<file path="src/sv/assert_macros.svh">
// Assertion macros shared by the motor mixer RTL.
// Each macro expects clk and the active-low reset rst_n in the using scope.
`ifndef ASSERT_MACROS_SVH
`define ASSERT_MACROS_SVH

// Property that must hold at every clock edge outside reset
`define PAM_ASSERT(lbl, expr, msg) \
  lbl: assert property (@(posedge clk) disable iff (!rst_n) (expr)) else $error(msg);

// Property that must hold on the edge after the trigger
`define PAM_ASSERT_NEXT(lbl, trig, expr, msg) \
  lbl: assert property (@(posedge clk) disable iff (!rst_n) (trig) |=> (expr)) else $error(msg);

`endif

</file>
<file path="src/sv/pam_pkg.sv">
// Types, widths and register codes for the PID axis motor mixer.
// No dependencies; imported by every module of the block.
`default_nettype none

package pam_pkg;

  // Integral accumulator width (signed)
  localparam int INTEGRAL_WIDTH = 32;

  localparam int GAIN_W     = 16;
  localparam int SAMPLE_W   = 16;
  localparam int DUTY_W     = 16;
  localparam int ERR_W      = SAMPLE_W + 1;
  localparam int DIFF_W     = ERR_W + 1;
  localparam int ISUM_W     = ((INTEGRAL_WIDTH > ERR_W) ? INTEGRAL_WIDTH : ERR_W) + 1;
  localparam int PD_W       = GAIN_W + DIFF_W;
  localparam int PI_W       = GAIN_W + INTEGRAL_WIDTH;
  localparam int PP_W       = GAIN_W + ERR_W;
  localparam int PID_W      = 32;
  localparam int PSUM_W     = ((PI_W > PD_W) ? PI_W : PD_W) + 2;
  localparam int CFG_IDX_W  = 3;
  localparam int CFG_DATA_W = 16;

  localparam logic [GAIN_W-1:0] GAIN_RESET  = 16'h0001;
  localparam logic [DUTY_W-1:0] HOVER_RESET = 16'h1000;
  localparam logic [DUTY_W-1:0] DUTY_MAX    = 16'hFFFF;

  // Configuration register indexes
  typedef enum logic [CFG_IDX_W-1:0] {
    REG_X_KD,
    REG_X_KI,
    REG_X_KP,
    REG_Y_KD,
    REG_Y_KI,
    REG_Y_KP,
    REG_HOVER
  } cfg_reg_t;

  typedef struct packed {
    logic                axis_sel;
    logic [SAMPLE_W-1:0] setpoint;
    logic [SAMPLE_W-1:0] measured;
  } in_word_t;

  typedef struct packed {
    logic [DUTY_W-1:0] motor1_duty;
    logic [DUTY_W-1:0] motor2_duty;
    logic [DUTY_W-1:0] motor3_duty;
    logic [DUTY_W-1:0] motor4_duty;
    logic              speed_clipped;
  } out_word_t;

  // Gains of one axis, two's complement
  typedef struct packed {
    logic [GAIN_W-1:0] kd;
    logic [GAIN_W-1:0] ki;
    logic [GAIN_W-1:0] kp;
  } gains_t;

  typedef struct packed {
    gains_t            x;
    gains_t            y;
    logic [DUTY_W-1:0] hover;
  } cfg_t;

  // Error stage result: operands for the multipliers
  typedef struct packed {
    logic                      axis_sel;
    gains_t                    gains;
    logic [ERR_W-1:0]          err;
    logic [DIFF_W-1:0]         diff;
    logic [INTEGRAL_WIDTH-1:0] integ;
  } err_word_t;

  // Product stage result
  typedef struct packed {
    logic            axis_sel;
    logic [PD_W-1:0] prod_d;
    logic [PI_W-1:0] prod_i;
    logic [PP_W-1:0] prod_p;
  } prod_word_t;

  // Saturated PID term
  typedef struct packed {
    logic             axis_sel;
    logic [PID_W-1:0] pid;
  } pid_word_t;

endpackage

`default_nettype wire

</file>
<file path="src/sv/pam_cfg_regs.sv">
// Configuration register bank: per-axis gains and the hover offset.
// Depends on pam_pkg.
`default_nettype none

module pam_cfg_regs
  import pam_pkg::*;
(
  input  wire logic                  clk,
  input  wire logic                  rst_n,
  input  wire logic                  cfg_wr_en,
  input  wire logic [CFG_IDX_W-1:0]  cfg_index,
  input  wire logic [CFG_DATA_W-1:0] cfg_data,
  output cfg_t                       cfg
);

  cfg_t cfg_r;

  // Write the addressed register; drop writes to unknown indexes
  always_ff @(posedge clk) begin
    if (!rst_n) begin
      cfg_r.x.kd  <= GAIN_RESET;
      cfg_r.x.ki  <= GAIN_RESET;
      cfg_r.x.kp  <= GAIN_RESET;
      cfg_r.y.kd  <= GAIN_RESET;
      cfg_r.y.ki  <= GAIN_RESET;
      cfg_r.y.kp  <= GAIN_RESET;
      cfg_r.hover <= HOVER_RESET;
    end else if (cfg_wr_en) begin
      case (cfg_reg_t'(cfg_index))
        REG_X_KD:  cfg_r.x.kd  <= cfg_data;
        REG_X_KI:  cfg_r.x.ki  <= cfg_data;
        REG_X_KP:  cfg_r.x.kp  <= cfg_data;
        REG_Y_KD:  cfg_r.y.kd  <= cfg_data;
        REG_Y_KI:  cfg_r.y.ki  <= cfg_data;
        REG_Y_KP:  cfg_r.y.kp  <= cfg_data;
        REG_HOVER: cfg_r.hover <= cfg_data;
        default: begin
        end
      endcase
    end
  end

  assign cfg = cfg_r;

endmodule

`default_nettype wire

</file>
<file path="src/sv/pam_error_stage.sv">
// Input stage: error, derivative difference and saturating integral per axis.
// Holds the per-axis PID state. Depends on pam_pkg and assert_macros.svh.
`default_nettype none
`include "assert_macros.svh"

module pam_error_stage
  import pam_pkg::*;
(
  input  wire logic     clk,
  input  wire logic     rst_n,
  input  wire logic     in_valid,
  output logic          in_ready,
  input  wire in_word_t in_data,
  input  wire cfg_t     cfg,
  output logic          s1_valid,
  input  wire logic     s1_ready,
  output err_word_t     s1_data
);

  logic [ERR_W-1:0]          prev_error_r [2];
  logic [INTEGRAL_WIDTH-1:0] integ_r      [2];
  logic                      s1_valid_r;
  err_word_t                 s1_r;

  logic                             in_fire;
  logic                             ax;
  logic [ERR_W-1:0]                 err;
  logic [ERR_W-1:0]                 prev_sel;
  logic signed [INTEGRAL_WIDTH-1:0] integ_sel;
  logic [DIFF_W-1:0]                diff;
  logic signed [ISUM_W-1:0]         isum;
  logic                             integ_ovf;
  logic [INTEGRAL_WIDTH-1:0]        integ_nxt;

  assign in_ready = !s1_valid_r || s1_ready;
  assign in_fire  = in_valid && in_ready;
  assign ax       = in_data.axis_sel;

  // Error and difference against the previous error of this axis
  assign err      = {1'b0, in_data.setpoint} - {1'b0, in_data.measured};
  assign prev_sel = prev_error_r[ax];
  assign diff     = {err[ERR_W-1], err} - {prev_sel[ERR_W-1], prev_sel};

  // Accumulate and saturate to the signed integral range
  assign integ_sel = integ_r[ax];
  assign isum      = ISUM_W'(integ_sel) + ISUM_W'($signed(err));
  assign integ_ovf = !(&isum[ISUM_W-1:INTEGRAL_WIDTH-1]) && (|isum[ISUM_W-1:INTEGRAL_WIDTH-1]);
  assign integ_nxt = !integ_ovf ? isum[INTEGRAL_WIDTH-1:0] :
                     isum[ISUM_W-1] ? {1'b1, {(INTEGRAL_WIDTH-1){1'b0}}} :
                                      {1'b0, {(INTEGRAL_WIDTH-1){1'b1}}};

  // Update the axis state and the valid flag
  always_ff @(posedge clk) begin
    if (!rst_n) begin
      prev_error_r[0] <= '0;
      prev_error_r[1] <= '0;
      integ_r[0]      <= '0;
      integ_r[1]      <= '0;
      s1_valid_r      <= 1'b0;
    end else begin
      if (in_fire) begin
        prev_error_r[ax] <= err;
        integ_r[ax]      <= integ_nxt;
      end
      if (in_fire) begin
        s1_valid_r <= 1'b1;
      end else if (s1_ready) begin
        s1_valid_r <= 1'b0;
      end
    end
  end

  // Capture the multiplier operands
  always_ff @(posedge clk) begin
    if (in_fire) begin
      s1_r.axis_sel <= ax;
      s1_r.gains    <= ax ? cfg.y : cfg.x;
      s1_r.err      <= err;
      s1_r.diff     <= diff;
      s1_r.integ    <= integ_nxt;
    end
  end

  assign s1_valid = s1_valid_r;
  assign s1_data  = s1_r;

  `PAM_ASSERT_NEXT(a_state_tracks_word, in_fire, (prev_error_r[s1_r.axis_sel] == s1_r.err) && (integ_r[s1_r.axis_sel] == s1_r.integ), "axis state does not match the accepted word")
  `PAM_ASSERT_NEXT(a_stage_loaded, in_fire, s1_valid_r, "accepted word missing from the error stage")

endmodule

`default_nettype wire

</file>
<file path="src/sv/pam_product_stage.sv">
// Multiplier stage: the three gain products of the PID term.
// Depends on pam_pkg.
`default_nettype none

module pam_product_stage
  import pam_pkg::*;
(
  input  wire logic      clk,
  input  wire logic      rst_n,
  input  wire logic      s1_valid,
  output logic           s1_ready,
  input  wire err_word_t s1_data,
  output logic           s2_valid,
  input  wire logic      s2_ready,
  output prod_word_t     s2_data
);

  logic       s2_valid_r;
  prod_word_t s2_r;

  logic                   s1_fire;
  logic signed [PD_W-1:0] prod_d;
  logic signed [PI_W-1:0] prod_i;
  logic signed [PP_W-1:0] prod_p;

  assign s1_ready = !s2_valid_r || s2_ready;
  assign s1_fire  = s1_valid && s1_ready;

  // Full-width signed products
  assign prod_d = $signed(s1_data.gains.kd) * $signed(s1_data.diff);
  assign prod_i = $signed(s1_data.gains.ki) * $signed(s1_data.integ);
  assign prod_p = $signed(s1_data.gains.kp) * $signed(s1_data.err);

  // Advance the valid flag
  always_ff @(posedge clk) begin
    if (!rst_n) begin
      s2_valid_r <= 1'b0;
    end else if (s1_fire) begin
      s2_valid_r <= 1'b1;
    end else if (s2_ready) begin
      s2_valid_r <= 1'b0;
    end
  end

  // Register the products
  always_ff @(posedge clk) begin
    if (s1_fire) begin
      s2_r.axis_sel <= s1_data.axis_sel;
      s2_r.prod_d   <= prod_d;
      s2_r.prod_i   <= prod_i;
      s2_r.prod_p   <= prod_p;
    end
  end

  assign s2_valid = s2_valid_r;
  assign s2_data  = s2_r;

endmodule

`default_nettype wire

</file>
<file path="src/sv/pam_mix_stage.sv">
// Sum and saturate the PID term, then form the speed and mix the four duties.
// Two register stages. Depends on pam_pkg and assert_macros.svh.
`default_nettype none
`include "assert_macros.svh"

module pam_mix_stage
  import pam_pkg::*;
(
  input  wire logic        clk,
  input  wire logic        rst_n,
  input  wire logic        s2_valid,
  output logic             s2_ready,
  input  wire prod_word_t  s2_data,
  input  wire logic [DUTY_W-1:0] hover,
  output logic             out_valid,
  input  wire logic        out_ready,
  output out_word_t        out_data
);

  logic      s3_valid_r;
  pid_word_t s3_r;
  logic      out_valid_r;
  out_word_t out_r;

  logic                     s3_ready;
  logic                     s2_fire;
  logic                     s3_fire;
  logic signed [PSUM_W-1:0] pid_sum;
  logic                     pid_ovf;
  logic [PID_W-1:0]         pid_nxt;
  logic                     neg;
  logic [PID_W-1:0]         mag;
  logic [PID_W:0]           spd;
  logic                     clip;
  logic [DUTY_W-1:0]        full;
  logic [DUTY_W-1:0]        low;
  out_word_t                out_nxt;

  assign s3_ready = !out_valid_r || out_ready;
  assign s2_ready = !s3_valid_r || s3_ready;
  assign s2_fire  = s2_valid && s2_ready;
  assign s3_fire  = s3_valid_r && s3_ready;

  // Sum the products and saturate to 32 bits
  assign pid_sum = $signed(s2_data.prod_d) + $signed(s2_data.prod_i) + $signed(s2_data.prod_p);
  assign pid_ovf = !(&pid_sum[PSUM_W-1:PID_W-1]) && (|pid_sum[PSUM_W-1:PID_W-1]);
  assign pid_nxt = !pid_ovf ? pid_sum[PID_W-1:0] :
                   pid_sum[PSUM_W-1] ? {1'b1, {(PID_W-1){1'b0}}} :
                                       {1'b0, {(PID_W-1){1'b1}}};

  // Magnitude plus hover offset, clipped to the duty range
  assign neg  = s3_r.pid[PID_W-1];
  assign mag  = neg ? (PID_W'(0) - s3_r.pid) : s3_r.pid;
  assign spd  = {1'b0, mag} + (PID_W + 1)'(hover);
  assign clip = |spd[PID_W:DUTY_W];
  assign full = clip ? DUTY_MAX : spd[DUTY_W-1:0];
  assign low  = {3'b000, full[DUTY_W-1:3]};

  // Pick full or reduced speed per motor from sign and axis
  always_comb begin
    out_nxt.speed_clipped = clip;
    if (neg) begin
      out_nxt.motor1_duty = full;
      out_nxt.motor2_duty = s3_r.axis_sel ? low : full;
      out_nxt.motor3_duty = low;
      out_nxt.motor4_duty = s3_r.axis_sel ? full : low;
    end else begin
      out_nxt.motor1_duty = low;
      out_nxt.motor2_duty = s3_r.axis_sel ? full : low;
      out_nxt.motor3_duty = full;
      out_nxt.motor4_duty = s3_r.axis_sel ? low : full;
    end
  end

  // Advance both valid flags
  always_ff @(posedge clk) begin
    if (!rst_n) begin
      s3_valid_r  <= 1'b0;
      out_valid_r <= 1'b0;
    end else begin
      if (s2_fire) begin
        s3_valid_r <= 1'b1;
      end else if (s3_ready) begin
        s3_valid_r <= 1'b0;
      end
      if (s3_fire) begin
        out_valid_r <= 1'b1;
      end else if (out_ready) begin
        out_valid_r <= 1'b0;
      end
    end
  end

  // Load the payload registers
  always_ff @(posedge clk) begin
    if (s2_fire) begin
      s3_r.axis_sel <= s2_data.axis_sel;
      s3_r.pid      <= pid_nxt;
    end
    if (s3_fire) begin
      out_r <= out_nxt;
    end
  end

  assign out_valid = out_valid_r;
  assign out_data  = out_r;

  `PAM_ASSERT(a_mix_pairs, !out_valid_r || ((out_r.motor2_duty == out_r.motor1_duty && out_r.motor4_duty == out_r.motor3_duty) || (out_r.motor4_duty == out_r.motor1_duty && out_r.motor2_duty == out_r.motor3_duty)), "motor duties are not paired")
  `PAM_ASSERT(a_clip_full, !(out_valid_r && out_r.speed_clipped) || out_r.motor1_duty == DUTY_MAX || out_r.motor3_duty == DUTY_MAX, "clipped speed not at full duty")

endmodule

`default_nettype wire

</file>
<file path="src/sv/pid_axis_motor_mixer_unit.sv">
// Top level of the PID axis motor mixer: config bank and the four-stage datapath.
// Depends on pam_pkg, assert_macros.svh and the pam_* stage modules.
//
// Usage:
//   in_valid/in_ready/in_data carry one sensor word: axis, setpoint, measured.
//   out_valid/out_ready/out_data carry four motor duties and a clip flag.
//   cfg_wr_en/cfg_index/cfg_data write a gain or the hover offset;
//   write only while no word is in flight. Unknown indexes are ignored.
// Timing:
//   A word passes the error, product, PID and output registers to out_valid.
//   One word per cycle unless the output stalls; the error stage updates the
//   per-axis state at the accept edge, so the next word on the same axis sees it
//   at once. The 16 x 32 integral product in the multiplier stage sets the clock.
// Reset and stalls:
//   Reset clears gains to 1, hover offset to 0x1000, integrals and previous
//   errors to zero, and empties the pipeline.
//   A stalled receiver holds the output word; stages fill behind it and
//   in_ready drops once all four stages hold a word.
`default_nettype none
`include "assert_macros.svh"

module pid_axis_motor_mixer_unit
  import pam_pkg::*;
(
  input  wire logic                  clk,
  input  wire logic                  rst_n,
  input  wire logic                  in_valid,
  output logic                       in_ready,
  input  wire in_word_t              in_data,
  output logic                       out_valid,
  input  wire logic                  out_ready,
  output out_word_t                  out_data,
  input  wire logic                  cfg_wr_en,
  input  wire logic [CFG_IDX_W-1:0]  cfg_index,
  input  wire logic [CFG_DATA_W-1:0] cfg_data
);

  cfg_t       cfg;
  logic       s1_valid;
  logic       s1_ready;
  err_word_t  s1_data;
  logic       s2_valid;
  logic       s2_ready;
  prod_word_t s2_data;

  pam_cfg_regs u_cfg (
    .clk       (clk),
    .rst_n     (rst_n),
    .cfg_wr_en (cfg_wr_en),
    .cfg_index (cfg_index),
    .cfg_data  (cfg_data),
    .cfg       (cfg)
  );

  pam_error_stage u_err (
    .clk      (clk),
    .rst_n    (rst_n),
    .in_valid (in_valid),
    .in_ready (in_ready),
    .in_data  (in_data),
    .cfg      (cfg),
    .s1_valid (s1_valid),
    .s1_ready (s1_ready),
    .s1_data  (s1_data)
  );

  pam_product_stage u_prod (
    .clk      (clk),
    .rst_n    (rst_n),
    .s1_valid (s1_valid),
    .s1_ready (s1_ready),
    .s1_data  (s1_data),
    .s2_valid (s2_valid),
    .s2_ready (s2_ready),
    .s2_data  (s2_data)
  );

  pam_mix_stage u_mix (
    .clk       (clk),
    .rst_n     (rst_n),
    .s2_valid  (s2_valid),
    .s2_ready  (s2_ready),
    .s2_data   (s2_data),
    .hover     (cfg.hover),
    .out_valid (out_valid),
    .out_ready (out_ready),
    .out_data  (out_data)
  );

  `PAM_ASSERT(a_ready_when_empty, out_valid || in_ready, "input stalled with an empty output register")

endmodule

`default_nettype wire

</file>
<file path="config.mk">
export PLATFORM = sky130hd
export DESIGN_NAME = pid_axis_motor_mixer_unit
export DESIGN_NICKNAME = d
export VERILOG_FILES = /design/src/sv/pam_pkg.sv /design/src/sv/pam_cfg_regs.sv /design/src/sv/pam_error_stage.sv /design/src/sv/pam_product_stage.sv /design/src/sv/pam_mix_stage.sv /design/src/sv/pid_axis_motor_mixer_unit.sv
export VERILOG_INCLUDE_DIRS = /design/src /design/src/sv
export SDC_FILE = /design/constraint.sdc
export NUM_CORES = 2
export LEC_CHECK = 0
export BUFFER_PORTS_ARGS = -buffer_cell sky130_fd_sc_hd__buf_2
export CAP_MARGIN = 10
export CORE_MARGIN = 4
export CORE_UTILIZATION = 40
export DETAILED_ROUTE_END_ITERATION = 7
export HOLD_SLACK_MARGIN = 0.08
export SLEW_MARGIN = 20
export SYNTH_ARGS = -nofsm -noshare
export SYNTH_HDL_FRONTEND = slang
export SYNTH_SLANG_ARGS = --single-unit
export TNS_END_PERCENT = 20
</file>
<file path="constraint.sdc">
create_clock -name clk -period 10.85 [get_ports clk]
set_input_delay 2.7125 -clock clk [delete_from_list [all_inputs] [get_ports clk]]
set_output_delay 2.7125 -clock clk [all_outputs]
set_load 0.05 [all_outputs]
</file>
==> results by group <==
STA
  – Worst-margin pin slew: between 1 and 1.5 ns
  – Maximum clock frequency: 113.5 MHz
  – Rel. slew slack: between 20% and 30%
  – Final Max Tran Viols: 0
  – Minimum clock period after layout: around 8.8 ns
  – RSZ-0062 raised after global routing: no
  – Final clock skew: about 0.057 ns
  – Setup violators final: 0
  – Setup tns final: 0 ns
  – Final hold vios: 0
  – Worst hold margin: 0.4263 ns
  – Period utilization: 81.18%

Place
  – Dpl hpwl: 139400 microns
  – Port bufs: roughly 120
  – RD Place Congestion: roughly 0.86

GRT
  – First-pass GRT wire length: 287500 microns
  – GR Overflow Total: 0
  – GRT met1 Usage: 28.32%
  – Grt peak-use layer: met2
  – Initial antenna violation count: 17
  – Largest net degree at the start of global routing: 69
  – Met2 GRT Util: a little over a third
  – M3 GR Usage: under 10%
  – Vias in the first global route: 50790
  – GR Util All Layers: about a fifth

Route
  – Vias per inst: between 5 and 6
  – Detailed Routing Iterations Pass 1: 6
  – Routed wire length: 178800 microns
  – # DRC: 0
  – Antenna-violating nets left: 0
  – Routed wire per std cell: 19.42 microns
  – Via count: between 40000 and 50000
  – Initial drt markers: around 3200

Final layout
  – Most common cell after layout, fill and taps aside: inv_1
  – Filler cells: around 16000
  – Util after Layout: a little over two fifths
  – Commonest non-fill, non-tap cells in the layout: 1262 x inv_1, 1105 x fa_1, 989 x nand2_1
  – Area Overhead vs Synth: 7.289%
  – Share of post-route cells with drive strength above 1: 6.089%
  – Final net count: approximately 8500

Critical path
  – WS Path Type: input pin to flop
  – CP max FO: 18
  – Most used cell, CP: inv_1
  – CP max-delay cell: a2111oi_0
  – Worst path max stage delay: roughly 0.58 ns
  – Critical Path RT: around 11 ns
  – Worst endpoint data arrival time: a little over 9 ns
  – CP endpoint kind: flop
  – Reg2reg path depth: 21
  – CP Launch Type: input pin

Synth
  – Register area share after synthesis: approximately 22%
  – Cells after synthesis: 6974
  – Top-area cell type share of the netlist area: 32.73%
  – Mapped Avg Cell Area: 9.691 sq um
  – Syn. warnings: 0
  – Leading post-synthesis cells by cell area: fa_1 33%, edfxtp_1 19%, ha_1 7.7%
  – Syn nets: around 8600
  – FF+latch count, synth: approximately 540
  – Cell Area, Synth: just under 0.07 sq mm
  – Complex-gate fraction of the synthesized area: 8.942%
  – Number of flops mapped to enable cells by yosys: 428
  – Synth area leader: fa_1
  – XOR/XNOR share of the synthesized area: 3.253%
  – Multiplexer share of the synthesized area: around 1.7%
  – Post-Synth Simple-Gate Area: approximately 15%
  – Netlist cell types: 92
  – Main combinational cell family by area after synthesis: adder cells
  – Post-synthesis adder-cell area fraction: about two fifths
  – Top_reg_cell synth: edfxtp_1
  – Synth async-reset ratio: 0%

Clock network
  – Clk root buf: clkbuf_16
  – Setup bufs post-CTS: 0
  – CTS tree: yes
  – Post-cts resize count: 0
  – Clk pin slew, worst setup/hold paths: 0.06 ns
  – TritonCTS Buffers: 60
  – CTS Hold Bufs: 0
  – Htree depth: 2
  – CTS sink count: 544
  – Max Buffers Root-to-Sink: 3
  – Clock Latency Late Sink: 0.71 ns

Job
  – Max-capacitance violation count: 0

Status
  – Status: finished clean

Die
  – Initial Util: between 40% and 50%
  – # rows: 150
  – DIE AREA: 0.1756 sq mm
  – I/O pin cnt: 124
  – Core area: 0.1676 sq mm
  – Die H: approximately 420 microns
  – Die Wd: between 400 and 500 microns

Min path
  – Worst min path class: flop to flop
  – Min-Delay Path Depth: 0
logic make-up (layout without fill, tap and decap cells):
| logic type | after synthesis | count (layout) |
|---|---|---|
| simple gates | 2097 | 2097 |
| mux | 101 | 101 |
| other cells | 0 | 5 |
| buf+inv | 1539 | 1561 |
| compound gates | 913 | 913 |
| xor+xnor | 251 | 251 |
| flops | 544 | 544 |
| fa+ha+maj | 1529 | 1529 |
layer usage:
metal  part of all wire, %  vias up
li1                      -    22020
met1                    43    24450
met2                    48     1280
met3                   6.0      241
met4                   2.6        6
met5                 0.021        -
critical path, delay by kind of cell:
family / cells / cell delay (ns)
AO/OA/AOI/OAI: 13 / 3.55
adder cells (fa/ha/maj): 4 / 1.37
buffers and inverters: 5 / 1.00
AND/OR/NAND/NOR: 5 / 0.67
stage by stage:
stage	area, sq um	worst slack (ns)	instances
finish	72510	2.042	9205
global route	72500	1.537	9201
CTS	72470	2.119	9198
detailed placement	70400	1.447	9086
global placement	70400	1.580	9086
floorplan	67590	2.104	6974
sequential cells by signal, summed over array words and instances (netlist names), 32 cells and up:
signal	cells
u_err.s1_data	116
u_prod.s2_data	116
u_cfg.cfg	112
u_mix.out_data	65
u_err.integ_r	64
u_err.prev_error_r	34
u_mix.s3_r	32
path summary, 6_finish.rpt:
| kind | start | endpoint | slack, ns |
|---|---|---|---|
| max reg2reg | u_err.s1_data[68] | u_prod.s2_data[31] | 2.86 |
| max | in_data[16] | u_err.integ_r[0][5] | 2.04 |
| min | u_prod.s2_data[115] | u_mix.s3_r[32] | 0.43 |
| min reg2reg | u_prod.s2_data[115] | u_mix.s3_r[32] | 0.43 |
synthesized netlist by cell type, types with 55 or more instances:
cell      instances
a21o_1          102
mux2_2           81
a21oi_1         255
nor2_1          306
xor2_1           81
clkbuf_1        260
ha_1            414
xnor2_1         170
fa_1           1105
edfxtp_1        428
inv_1          1262
dfxtp_1         116
nor3_1           55
nand2_1         991
a21boi_0        117
nand3_1          76
o21ai_0         146
and2_1          422
cell type report:
class	instances	area (sq um)	share of cell area, %
multi-input combinational	4891	46650	64.34
antenna	5	12.51	0.01726
sequential	544	15170	20.93
tap	2204	2758	3.803
timing repair buffer	185	1101	1.518
clock inverter	38	419.2	0.5781
clock buffer	74	1647	2.271
inverter	1264	4747	6.547
Power is not shown: default switching activity piles up to over one toggle a cycle in this logic, so the estimate is an artifact.
